--- src/design/deque_with_search_and_delete_macros.svh ---
// Assertion macros shared by the deque block.
// Both sample on clk and are disabled while rst_n is low.
`ifndef DEQUE_WITH_SEARCH_AND_DELETE_MACROS_SVH
`define DEQUE_WITH_SEARCH_AND_DELETE_MACROS_SVH

// Same-cycle implication: cons must hold whenever ante holds.
`define DWSD_ASSERT_NOW(label, ante, cons) \
    label: assert property (@(posedge clk) disable iff (!rst_n) (ante) |-> (cons)) \
        else $error("deque assertion failed");

// Next-cycle implication: cons must hold in the cycle after ante.
`define DWSD_ASSERT_NEXT(label, ante, cons) \
    label: assert property (@(posedge clk) disable iff (!rst_n) (ante) |=> (cons)) \
        else $error("deque assertion failed");

`endif

--- src/design/dwsd_pkg.sv ---
// ----------------------------------------------------------------------------
// dwsd_pkg
// Shared types and constants of the deque with search and delete.
// ----------------------------------------------------------------------------
`timescale 1ns / 1ps
`default_nettype none

package dwsd_pkg;

    localparam int DATA_W           = 32;
    localparam int FUNC_W           = 3;
    localparam int CAPACITY_DEFAULT = 64;

    // request codes; codes six and seven are unused
    typedef enum logic [FUNC_W-1:0] {
        FN_PUSH_FRONT = 3'd0,
        FN_PUSH_BACK  = 3'd1,
        FN_POP_FRONT  = 3'd2,
        FN_POP_BACK   = 3'd3,
        FN_SEARCH     = 3'd4,
        FN_DELETE     = 3'd5
    } dwsd_func_t;

    typedef enum logic [1:0] {
        STAT_OK        = 2'd0,
        STAT_EMPTY     = 2'd1,
        STAT_NOT_FOUND = 2'd2,
        STAT_FULL      = 2'd3
    } dwsd_status_t;

    typedef enum logic [2:0] {
        ST_IDLE,
        ST_POP_WAIT,
        ST_SCAN,
        ST_SHIFT,
        ST_DONE
    } dwsd_state_t;

    typedef struct packed {
        logic [FUNC_W-1:0]        func;
        logic signed [DATA_W-1:0] value;
    } dwsd_req_t;

    typedef struct packed {
        logic signed [DATA_W-1:0] result_value;
        dwsd_status_t             status;
    } dwsd_rsp_t;

endpackage

`default_nettype wire

--- src/design/dwsd_ram.sv ---
// ----------------------------------------------------------------------------
// dwsd_ram
// Entry store: one write port, one read port, registered read data.
// ----------------------------------------------------------------------------
`timescale 1ns / 1ps
`default_nettype none

module dwsd_ram
    import dwsd_pkg::*;
#(
    parameter int DEPTH = CAPACITY_DEFAULT
)
(
    input  wire logic                       clk,
    input  wire logic                       we,
    input  wire logic [$clog2(DEPTH)-1:0]   waddr,
    input  wire logic [DATA_W-1:0]          wdata,
    input  wire logic                       re,
    input  wire logic [$clog2(DEPTH)-1:0]   raddr,
    output logic      [DATA_W-1:0]          rdata
);

    logic [DATA_W-1:0] mem [DEPTH];
    logic [DATA_W-1:0] rdata_reg;

    // write and read the array, read data registered for the next cycle
    always_ff @(posedge clk)
    begin
        if (we)
        begin
            mem[waddr] <= wdata;
        end
        if (re)
        begin
            rdata_reg <= mem[raddr];
        end
    end

    assign rdata = rdata_reg;

endmodule

`default_nettype wire

--- src/design/dwsd_obuf.sv ---
// ----------------------------------------------------------------------------
// dwsd_obuf
// Result register between the sequencer and the result channel.
// ----------------------------------------------------------------------------
`timescale 1ns / 1ps
`default_nettype none

module dwsd_obuf
    import dwsd_pkg::*;
(
    input  wire logic      clk,
    input  wire logic      rst_n,
    input  wire logic      load,
    input  wire dwsd_rsp_t data,
    output logic           ready,
    output logic           rsp_valid,
    input  wire logic      rsp_stall,
    output dwsd_rsp_t      rsp
);

    logic      valid_reg;
    dwsd_rsp_t rsp_reg;

    // free when empty or when the held beat leaves this cycle
    assign ready = !valid_reg || !rsp_stall;

    // track the valid flag
    always_ff @(posedge clk or negedge rst_n)
    begin
        if (!rst_n)
        begin
            valid_reg <= 1'b0;
        end
        else if (load)
        begin
            valid_reg <= 1'b1;
        end
        else if (!rsp_stall)
        begin
            valid_reg <= 1'b0;
        end
    end

    // hold the payload
    always_ff @(posedge clk)
    begin
        if (load)
        begin
            rsp_reg <= data;
        end
    end

    assign rsp_valid = valid_reg;
    assign rsp       = rsp_reg;

endmodule

`default_nettype wire

--- src/design/dwsd_ctrl.sv ---
// ----------------------------------------------------------------------------
// dwsd_ctrl
// Sequencer: ring pointers, request decode, scan and shift walks.
// ----------------------------------------------------------------------------
`timescale 1ns / 1ps
`default_nettype none

module dwsd_ctrl
    import dwsd_pkg::*;
#(
    parameter int CAPACITY = CAPACITY_DEFAULT
)
(
    input  wire logic                          clk,
    input  wire logic                          rst_n,
    input  wire logic                          req_valid,
    output logic                               req_stall,
    input  wire dwsd_req_t                     req,
    output logic                               res_load,
    output dwsd_rsp_t                          res,
    input  wire logic                          res_ready,
    output logic                               mem_we,
    output logic [$clog2(CAPACITY)-1:0]        mem_waddr,
    output logic [DATA_W-1:0]                  mem_wdata,
    output logic                               mem_re,
    output logic [$clog2(CAPACITY)-1:0]        mem_raddr,
    input  wire logic [DATA_W-1:0]             mem_rdata
);

    localparam int AW = $clog2(CAPACITY);
    localparam int CW = $clog2(CAPACITY + 1);
    localparam logic [CW-1:0] CAP_COUNT = CW'(CAPACITY);
    localparam logic [AW-1:0] LAST_SLOT = AW'(CAPACITY - 1);

    dwsd_state_t       state_reg, state_next;
    logic [AW-1:0]     head_reg, head_next;
    logic [CW-1:0]     count_reg, count_next;
    logic [CW-1:0]     rd_pos_reg, rd_pos_next;
    logic [FUNC_W-1:0] op_reg, op_next;
    logic [DATA_W-1:0] val_reg, val_next;
    logic [DATA_W-1:0] res_value_reg, res_value_next;
    dwsd_status_t      res_status_reg, res_status_next;

    logic accept;
    logic empty;
    logic full;
    logic match;
    logic scan_last;
    logic is_delete;

    // ring slot of a list position, one compare and subtract
    function automatic logic [AW-1:0] slot_of(input logic [CW-1:0] pos);
        logic [CW:0] sum;
        sum = (CW+1)'(head_reg) + (CW+1)'(pos);
        if (sum >= (CW+1)'(CAPACITY))
        begin
            sum = sum - (CW+1)'(CAPACITY);
        end
        return sum[AW-1:0];
    endfunction

    assign req_stall = (state_reg != ST_IDLE);
    assign accept    = req_valid && !req_stall;
    assign empty     = (count_reg == '0);
    assign full      = (count_reg == CAP_COUNT);
    assign match     = (mem_rdata == val_reg);
    assign scan_last = (rd_pos_reg == count_reg);
    assign is_delete = (dwsd_func_t'(op_reg) == FN_DELETE);

    // next state
    always_comb
    begin
        state_next = state_reg;
        unique case (state_reg)
            ST_IDLE:
            begin
                if (accept)
                begin
                    unique case (dwsd_func_t'(req.func))
                        FN_POP_FRONT, FN_POP_BACK:
                            state_next = empty ? ST_DONE : ST_POP_WAIT;
                        FN_SEARCH, FN_DELETE:
                            state_next = empty ? ST_DONE : ST_SCAN;
                        default:
                            state_next = ST_DONE;
                    endcase
                end
            end
            ST_POP_WAIT:
                state_next = ST_DONE;
            ST_SCAN:
            begin
                priority if (match && is_delete && !scan_last)
                    state_next = ST_SHIFT;
                else if (match || scan_last)
                    state_next = ST_DONE;
                else
                    state_next = ST_SCAN;
            end
            ST_SHIFT:
            begin
                if (scan_last)
                    state_next = ST_DONE;
            end
            ST_DONE:
            begin
                if (res_ready)
                    state_next = ST_IDLE;
            end
            default:
                state_next = ST_IDLE;
        endcase
    end

    // datapath, memory access and result
    always_comb
    begin
        head_next       = head_reg;
        count_next      = count_reg;
        rd_pos_next     = rd_pos_reg;
        op_next         = op_reg;
        val_next        = val_reg;
        res_value_next  = res_value_reg;
        res_status_next = res_status_reg;
        mem_we          = 1'b0;
        mem_waddr       = slot_of(rd_pos_reg - CW'(2));
        mem_wdata       = mem_rdata;
        mem_re          = 1'b0;
        mem_raddr       = slot_of(rd_pos_reg);
        res_load        = 1'b0;

        unique case (state_reg)
            ST_IDLE:
            begin
                if (accept)
                begin
                    op_next         = req.func;
                    val_next        = req.value;
                    res_value_next  = '0;
                    res_status_next = STAT_OK;
                    unique case (dwsd_func_t'(req.func))
                        FN_PUSH_FRONT:
                        begin
                            if (full)
                            begin
                                res_status_next = STAT_FULL;
                            end
                            else
                            begin
                                head_next  = (head_reg == '0) ? LAST_SLOT
                                                              : head_reg - AW'(1);
                                mem_we     = 1'b1;
                                mem_waddr  = head_next;
                                mem_wdata  = req.value;
                                count_next = count_reg + CW'(1);
                            end
                        end
                        FN_PUSH_BACK:
                        begin
                            if (full)
                            begin
                                res_status_next = STAT_FULL;
                            end
                            else
                            begin
                                mem_we     = 1'b1;
                                mem_waddr  = slot_of(count_reg);
                                mem_wdata  = req.value;
                                count_next = count_reg + CW'(1);
                            end
                        end
                        FN_POP_FRONT:
                        begin
                            if (empty)
                            begin
                                res_status_next = STAT_EMPTY;
                            end
                            else
                            begin
                                mem_re     = 1'b1;
                                mem_raddr  = head_reg;
                                head_next  = (head_reg == LAST_SLOT) ? '0
                                                                     : head_reg + AW'(1);
                                count_next = count_reg - CW'(1);
                            end
                        end
                        FN_POP_BACK:
                        begin
                            if (empty)
                            begin
                                res_status_next = STAT_EMPTY;
                            end
                            else
                            begin
                                mem_re     = 1'b1;
                                mem_raddr  = slot_of(count_reg - CW'(1));
                                count_next = count_reg - CW'(1);
                            end
                        end
                        FN_SEARCH, FN_DELETE:
                        begin
                            if (empty)
                            begin
                                res_status_next = STAT_EMPTY;
                            end
                            else
                            begin
                                mem_re      = 1'b1;
                                mem_raddr   = head_reg;
                                rd_pos_next = CW'(1);
                            end
                        end
                        default:
                        begin
                            res_status_next = STAT_OK;
                        end
                    endcase
                end
            end
            ST_POP_WAIT:
            begin
                res_value_next = mem_rdata;
            end
            ST_SCAN:
            begin
                // compare the entry read last cycle; unless the scan ends here, fetch the next one
                priority if (match)
                begin
                    if (is_delete)
                    begin
                        res_value_next = mem_rdata;
                        if (scan_last)
                        begin
                            count_next = count_reg - CW'(1);
                        end
                        else
                        begin
                            mem_re      = 1'b1;
                            rd_pos_next = rd_pos_reg + CW'(1);
                        end
                    end
                end
                else if (scan_last)
                begin
                    res_status_next = STAT_NOT_FOUND;
                end
                else
                begin
                    mem_re      = 1'b1;
                    rd_pos_next = rd_pos_reg + CW'(1);
                end
            end
            ST_SHIFT:
            begin
                // move the entry read last cycle one place toward the front
                mem_we = 1'b1;
                if (scan_last)
                begin
                    count_next = count_reg - CW'(1);
                end
                else
                begin
                    mem_re      = 1'b1;
                    rd_pos_next = rd_pos_reg + CW'(1);
                end
            end
            ST_DONE:
            begin
                res_load = res_ready;
            end
            default:
            begin
                res_load = 1'b0;
            end
        endcase
    end

    assign res.result_value = res_value_reg;
    assign res.status       = res_status_reg;

    // control registers
    always_ff @(posedge clk or negedge rst_n)
    begin
        if (!rst_n)
        begin
            state_reg <= ST_IDLE;
            head_reg  <= '0;
            count_reg <= '0;
        end
        else
        begin
            state_reg <= state_next;
            head_reg  <= head_next;
            count_reg <= count_next;
        end
    end

    // request and result payload
    always_ff @(posedge clk)
    begin
        rd_pos_reg     <= rd_pos_next;
        op_reg         <= op_next;
        val_reg        <= val_next;
        res_value_reg  <= res_value_next;
        res_status_reg <= res_status_next;
    end

endmodule

`default_nettype wire

--- src/design/deque_with_search_and_delete.sv ---
// Deque of signed 32-bit values with search and delete by value.
// Request channel (req_valid, req_stall, req): one beat carries func and value.
// Result channel (rsp_valid, rsp_stall, rsp): one beat per request, in order,
// with the popped or deleted value and a status code.
// Requests are taken one at a time; req_stall is high from the cycle after
// an accept until the result has moved into the output register.
// Each request walks the sequencer states: push, unused codes and any failed
// empty/full check go straight to the done state; pop waits for the read
// data; search scans from the front (position 0) until a match or the end
// of the list; delete scans and then shifts the later entries, since the
// scan and the shift of later entries together touch every live entry once
// through the single read port.
// The next request is accepted the cycle after its result is loaded.
// While rsp_stall holds the result, the finished request waits in its final
// state and req_stall stays high.
// Reset empties the list (head and count cleared); entries need no clearing.
`timescale 1ns / 1ps
`default_nettype none
`include "deque_with_search_and_delete_macros.svh"

module deque_with_search_and_delete
    import dwsd_pkg::*;
#(
    parameter int CAPACITY = CAPACITY_DEFAULT
)
(
    input  wire logic      clk,
    input  wire logic      rst_n,
    input  wire logic      req_valid,
    output logic           req_stall,
    input  wire dwsd_req_t req,
    output logic           rsp_valid,
    input  wire logic      rsp_stall,
    output dwsd_rsp_t      rsp
);

    localparam int AW = $clog2(CAPACITY);

    logic              res_load;
    logic              res_ready;
    dwsd_rsp_t         res;
    logic              mem_we;
    logic [AW-1:0]     mem_waddr;
    logic [DATA_W-1:0] mem_wdata;
    logic              mem_re;
    logic [AW-1:0]     mem_raddr;
    logic [DATA_W-1:0] mem_rdata;

    // sequencer
    dwsd_ctrl #(
        .CAPACITY (CAPACITY)
    ) u_ctrl (
        .clk       (clk),
        .rst_n     (rst_n),
        .req_valid (req_valid),
        .req_stall (req_stall),
        .req       (req),
        .res_load  (res_load),
        .res       (res),
        .res_ready (res_ready),
        .mem_we    (mem_we),
        .mem_waddr (mem_waddr),
        .mem_wdata (mem_wdata),
        .mem_re    (mem_re),
        .mem_raddr (mem_raddr),
        .mem_rdata (mem_rdata)
    );

    // entry store
    dwsd_ram #(
        .DEPTH (CAPACITY)
    ) u_ram (
        .clk   (clk),
        .we    (mem_we),
        .waddr (mem_waddr),
        .wdata (mem_wdata),
        .re    (mem_re),
        .raddr (mem_raddr),
        .rdata (mem_rdata)
    );

    // result register
    dwsd_obuf u_obuf (
        .clk       (clk),
        .rst_n     (rst_n),
        .load      (res_load),
        .data      (res),
        .ready     (res_ready),
        .rsp_valid (rsp_valid),
        .rsp_stall (rsp_stall),
        .rsp       (rsp)
    );

    // an accepted request keeps the block busy in the next cycle
    `DWSD_ASSERT_NEXT(a_busy_after_accept, req_valid && !req_stall, req_stall)

    // a result is loaded only into a free output register
    `DWSD_ASSERT_NOW(a_load_when_free, res_load, res_ready)

    // a result belongs to a request in flight
    `DWSD_ASSERT_NOW(a_load_while_busy, res_load, req_stall)

    // a delivered beat with nothing behind it leaves the output empty
    `DWSD_ASSERT_NEXT(a_drain_output, rsp_valid && !rsp_stall && !res_load, !rsp_valid)

endmodule

`default_nettype wire
--- config.mk ---
export PLATFORM = sky130hd
export DESIGN_NAME = deque_with_search_and_delete
export DESIGN_NICKNAME = d
export VERILOG_FILES = /design/src/design/dwsd_pkg.sv /design/src/design/dwsd_ram.sv /design/src/design/dwsd_obuf.sv /design/src/design/dwsd_ctrl.sv /design/src/design/deque_with_search_and_delete.sv
export VERILOG_INCLUDE_DIRS = /design/src /design/src/design
export SDC_FILE = /design/constraint.sdc
export NUM_CORES = 2
export LEC_CHECK = 0
export BUFFER_PORTS_ARGS = -buffer_cell sky130_fd_sc_hd__buf_2
export CAP_MARGIN = 15
export CORE_AREA = 2 2 444 446
export CTS_BUF_LIST = sky130_fd_sc_hd__clkbuf_8
export DETAILED_ROUTE_END_ITERATION = 8
export DIE_AREA = 0 0 446 448
export PLACE_DENSITY_LB_ADDON = 0.05
export SKIP_CTS_REPAIR_TIMING = 1
export SLEW_MARGIN = 20
export SYNTH_ARGS = -nofsm -noshare
export SYNTH_HDL_FRONTEND = slang
export SYNTH_SLANG_ARGS = --single-unit
--- constraint.sdc ---
create_clock -name clk -period 5.6 [get_ports clk]
set_clock_uncertainty 0.15 [all_clocks]
set_input_delay 0.28 -clock clk [delete_from_list [all_inputs] [get_ports clk]]
set_output_delay 0.28 -clock clk [all_outputs]
set_load 0.005 [all_outputs]
==> run summary <==
Root Buffer = clkbuf_8
Fin. Hold Viols = 0
IO Port Bufs = 74
Fin util = 0.513
Clk sinks = 2207
CTS buffer count = 382
CTS tree = built
Final setup vio count = 0
Max Transition Viols Final = 0
Global Route Usage Sum = 0.256
DR vias = 47.7k
Mux contribution to synthesized area = 0.105
Ys Warns = 0
DIE AREA = 200000 µm²
IO Pins = 75
Global-route wire length before repair = 360000 µm
Filler cell count in the final layout = 16.0k
Synth Area in Simple Gates = 0.0517
# nets final = 5357
Placeable core area = 195000 µm²
Hold_ws = 0.138 ns
Grt peak-use layer = met2
Die height = 448 µm
EDFF count, synth = 2190
Footprint of the multi-input gates = 20100 µm²
Residual DRC = 0
CP arrival = 5.86 ns
FP Rows = 162
Die X-Extent = 446 µm
Relative slew slack = 0.252
CTS HTree Levels = 5
Synth Flop Type = edfxtp_1
Cells taking the most area after synthesis = edfxtp_1 (75%), mux4_2 (9.9%), nand2_1 (3.0%)
Worst setup EP type = flip-flop
Initial core utilization = 0.449
Longest Clk Path Bufs = 4
Post-DP HPWL = 154000 µm
DR pass1 iterations = 5
WL/cell = 31.8 µm
Register area = 66200 µm²
Register bit total from synthesis = 2207
Initial DRC count = 4960
Gpl congestion = 0.859
Top cell type's share of synthesized area = 0.753
Critical-path maximum fanout = 23
Max Freq = 192 MHz
Worst-Skew Late Latency = 1.10 ns
Met2 Track Usage GR = 0.396
Clock-pin slew on the worst setup and hold paths = 0.07 ns
Share of cells above drive strength 1 = 0.242
Post-route setup TNS = 0 ns
Synth async-reset ratio = 0.00770
Worst-margin pin slew = 1.12 ns
GRT overflow = 0
Min-delay src = rsp_stall
Mapped Area = 87300 µm²
Avg Inst Size Synth = 18.3 µm²
Required time of the critical path = 6.24 ns
Met1 usage = 0.371
Cells after Synth = 4772
Pin count of the biggest net entering global routing = 134
Critical path launch point type = flip-flop
CP Class = flip-flop to flip-flop
Area growth syn-to-layout = 14.3%
Status = finished clean
Max Cap Viol = 0
Detail Route Antenna Nets = 0
RSZ-0062 raised after global routing = no
Post-synth cell types = 71
Synth Area in XOR/XNOR = 0.00811
Number of flip-flops in the largest register = 2048
Vias per Instance = 5.89
CP startpoint = u_ctrl.count_reg[1]
Final period demand of the worst path = 5.22 ns
Met3 Use GR = 0.0428
Routed wire length = 258000 µm
Commonest cells in the netlist = edfxtp_1 (2190), nand2_1 (689), a21oi_1 (403)
Largest family of logic cells by synthesized area = multiplexers
Synth Area in Adders = 0.00479
Mapped Nets = 4842
RR Startpoint = u_ctrl.count_reg[1]
Tcrit/Tclk final = 0.932
Post-synth top area cell = edfxtp_1
Initial antenna violation count = 13
Worst hold-check path type = input port to flip-flop
Number of global-route vias before repair = 46.8k
Seq/Total Area, Yosys = 0.758
Top-count cell post-synth = edfxtp_1
Compound-Gate Fraction of Synth Area = 0.0535
routing by layer:
| layer | part of all wire | routed length, µm |
|---|---|---|
| met3 | 0.067 | 17300 |
| met5 | 0.000050 | 13 |
| met1 | 0.43 | 112000 |
| met4 | 0.033 | 8500 |
| met2 | 0.46 | 120000 |
path summary, 6_finish.rpt:
check,end,slack (ns),cells after the start
worst min-delay path,u_obuf.rsp[1],0.14,3
max in group asynchronous,u_ctrl.head_reg[5],4.46,3
worst min register to register,u_obuf.rsp[31],0.27,0
worst max-delay path,u_ram.rdata[15],0.38,15
min in group asynchronous,u_ctrl.head_reg[3],0.26,3
worst max register to register,u_ram.rdata[15],0.38,15
placed cells by master (no fill, tap or decap), drive strengths merged, types with 11 or more instances in the layout:
master / count
a21oi: 403
o21ai: 26
mux2i: 13
and2: 37
nand2: 690
buf: 340
mux4: 383
nand4: 13
nor4: 35
a31oi: 37
ha: 27
clkbuf: 388
a221oi: 63
a22oi: 34
o22ai: 37
xor2: 16
nor2: 106
dfrtp: 17
and3: 65
dlygate4sd3: 75
xnor2: 64
nor3: 11
o41ai: 31
nand3: 15
edfxtp: 2190
mux2: 34
inv: 137
a22o: 33
clkinv: 120
kinds of logic (layout without fill, tap and decap cells):
kind of cell / count (synthesis) / in the layout
buffers and inverters: 301 / 1072
multiplexers: 430 / 430
flip-flops: 2207 / 2207
AND/OR/NAND/NOR: 1008 / 1008
XOR/XNOR: 80 / 80
AO/OA/AOI/OAI: 715 / 715
other: 0 / 7
adder cells (fa/ha/maj): 31 / 31
metrics by stage:
step / instance area, µm² / instances / setup WS [ns]
floorplan: 87300 / 4772 / 1.34
global placement: 92500 / 7369 / 0.486
detailed placement: 92500 / 7370 / 0.406
CTS: 99000 / 8010 / 0.372
global route: 99800 / 8086 / 0.153
finish: 99800 / 8092 / 0.384
critical path, stage by stage, from the launching register on:
cell,delay [ns]
dfrtp_1,0.48
inv_1,0.16
ha_1,0.28
or3b_4,0.43
o211a_4,0.29
nor2_2,0.18
a31o_4,0.23
buf_12,0.24
buf_12,0.27
buf_4,0.31
mux4_2,0.54
nand2_1,0.12
a21oi_1,0.12
nor4_2,0.72
buf_4,0.24
o41ai_2,0.08
area by class of cell:
type,count,share of cell area
Antenna cell,7,0.000176
Clock buffer,388,0.0535
Clock inverter,252,0.0114
Inverter,17,0.000640
Multi-Input combinational cell,2264,0.202
Sequential cell,2207,0.663
Tap cell,2542,0.0319
Timing Repair Buffer,415,0.0373
Power is left out: the tool's default activity adds up to more than one toggle a clock period on the data nets, which glitch-free logic cannot reach.
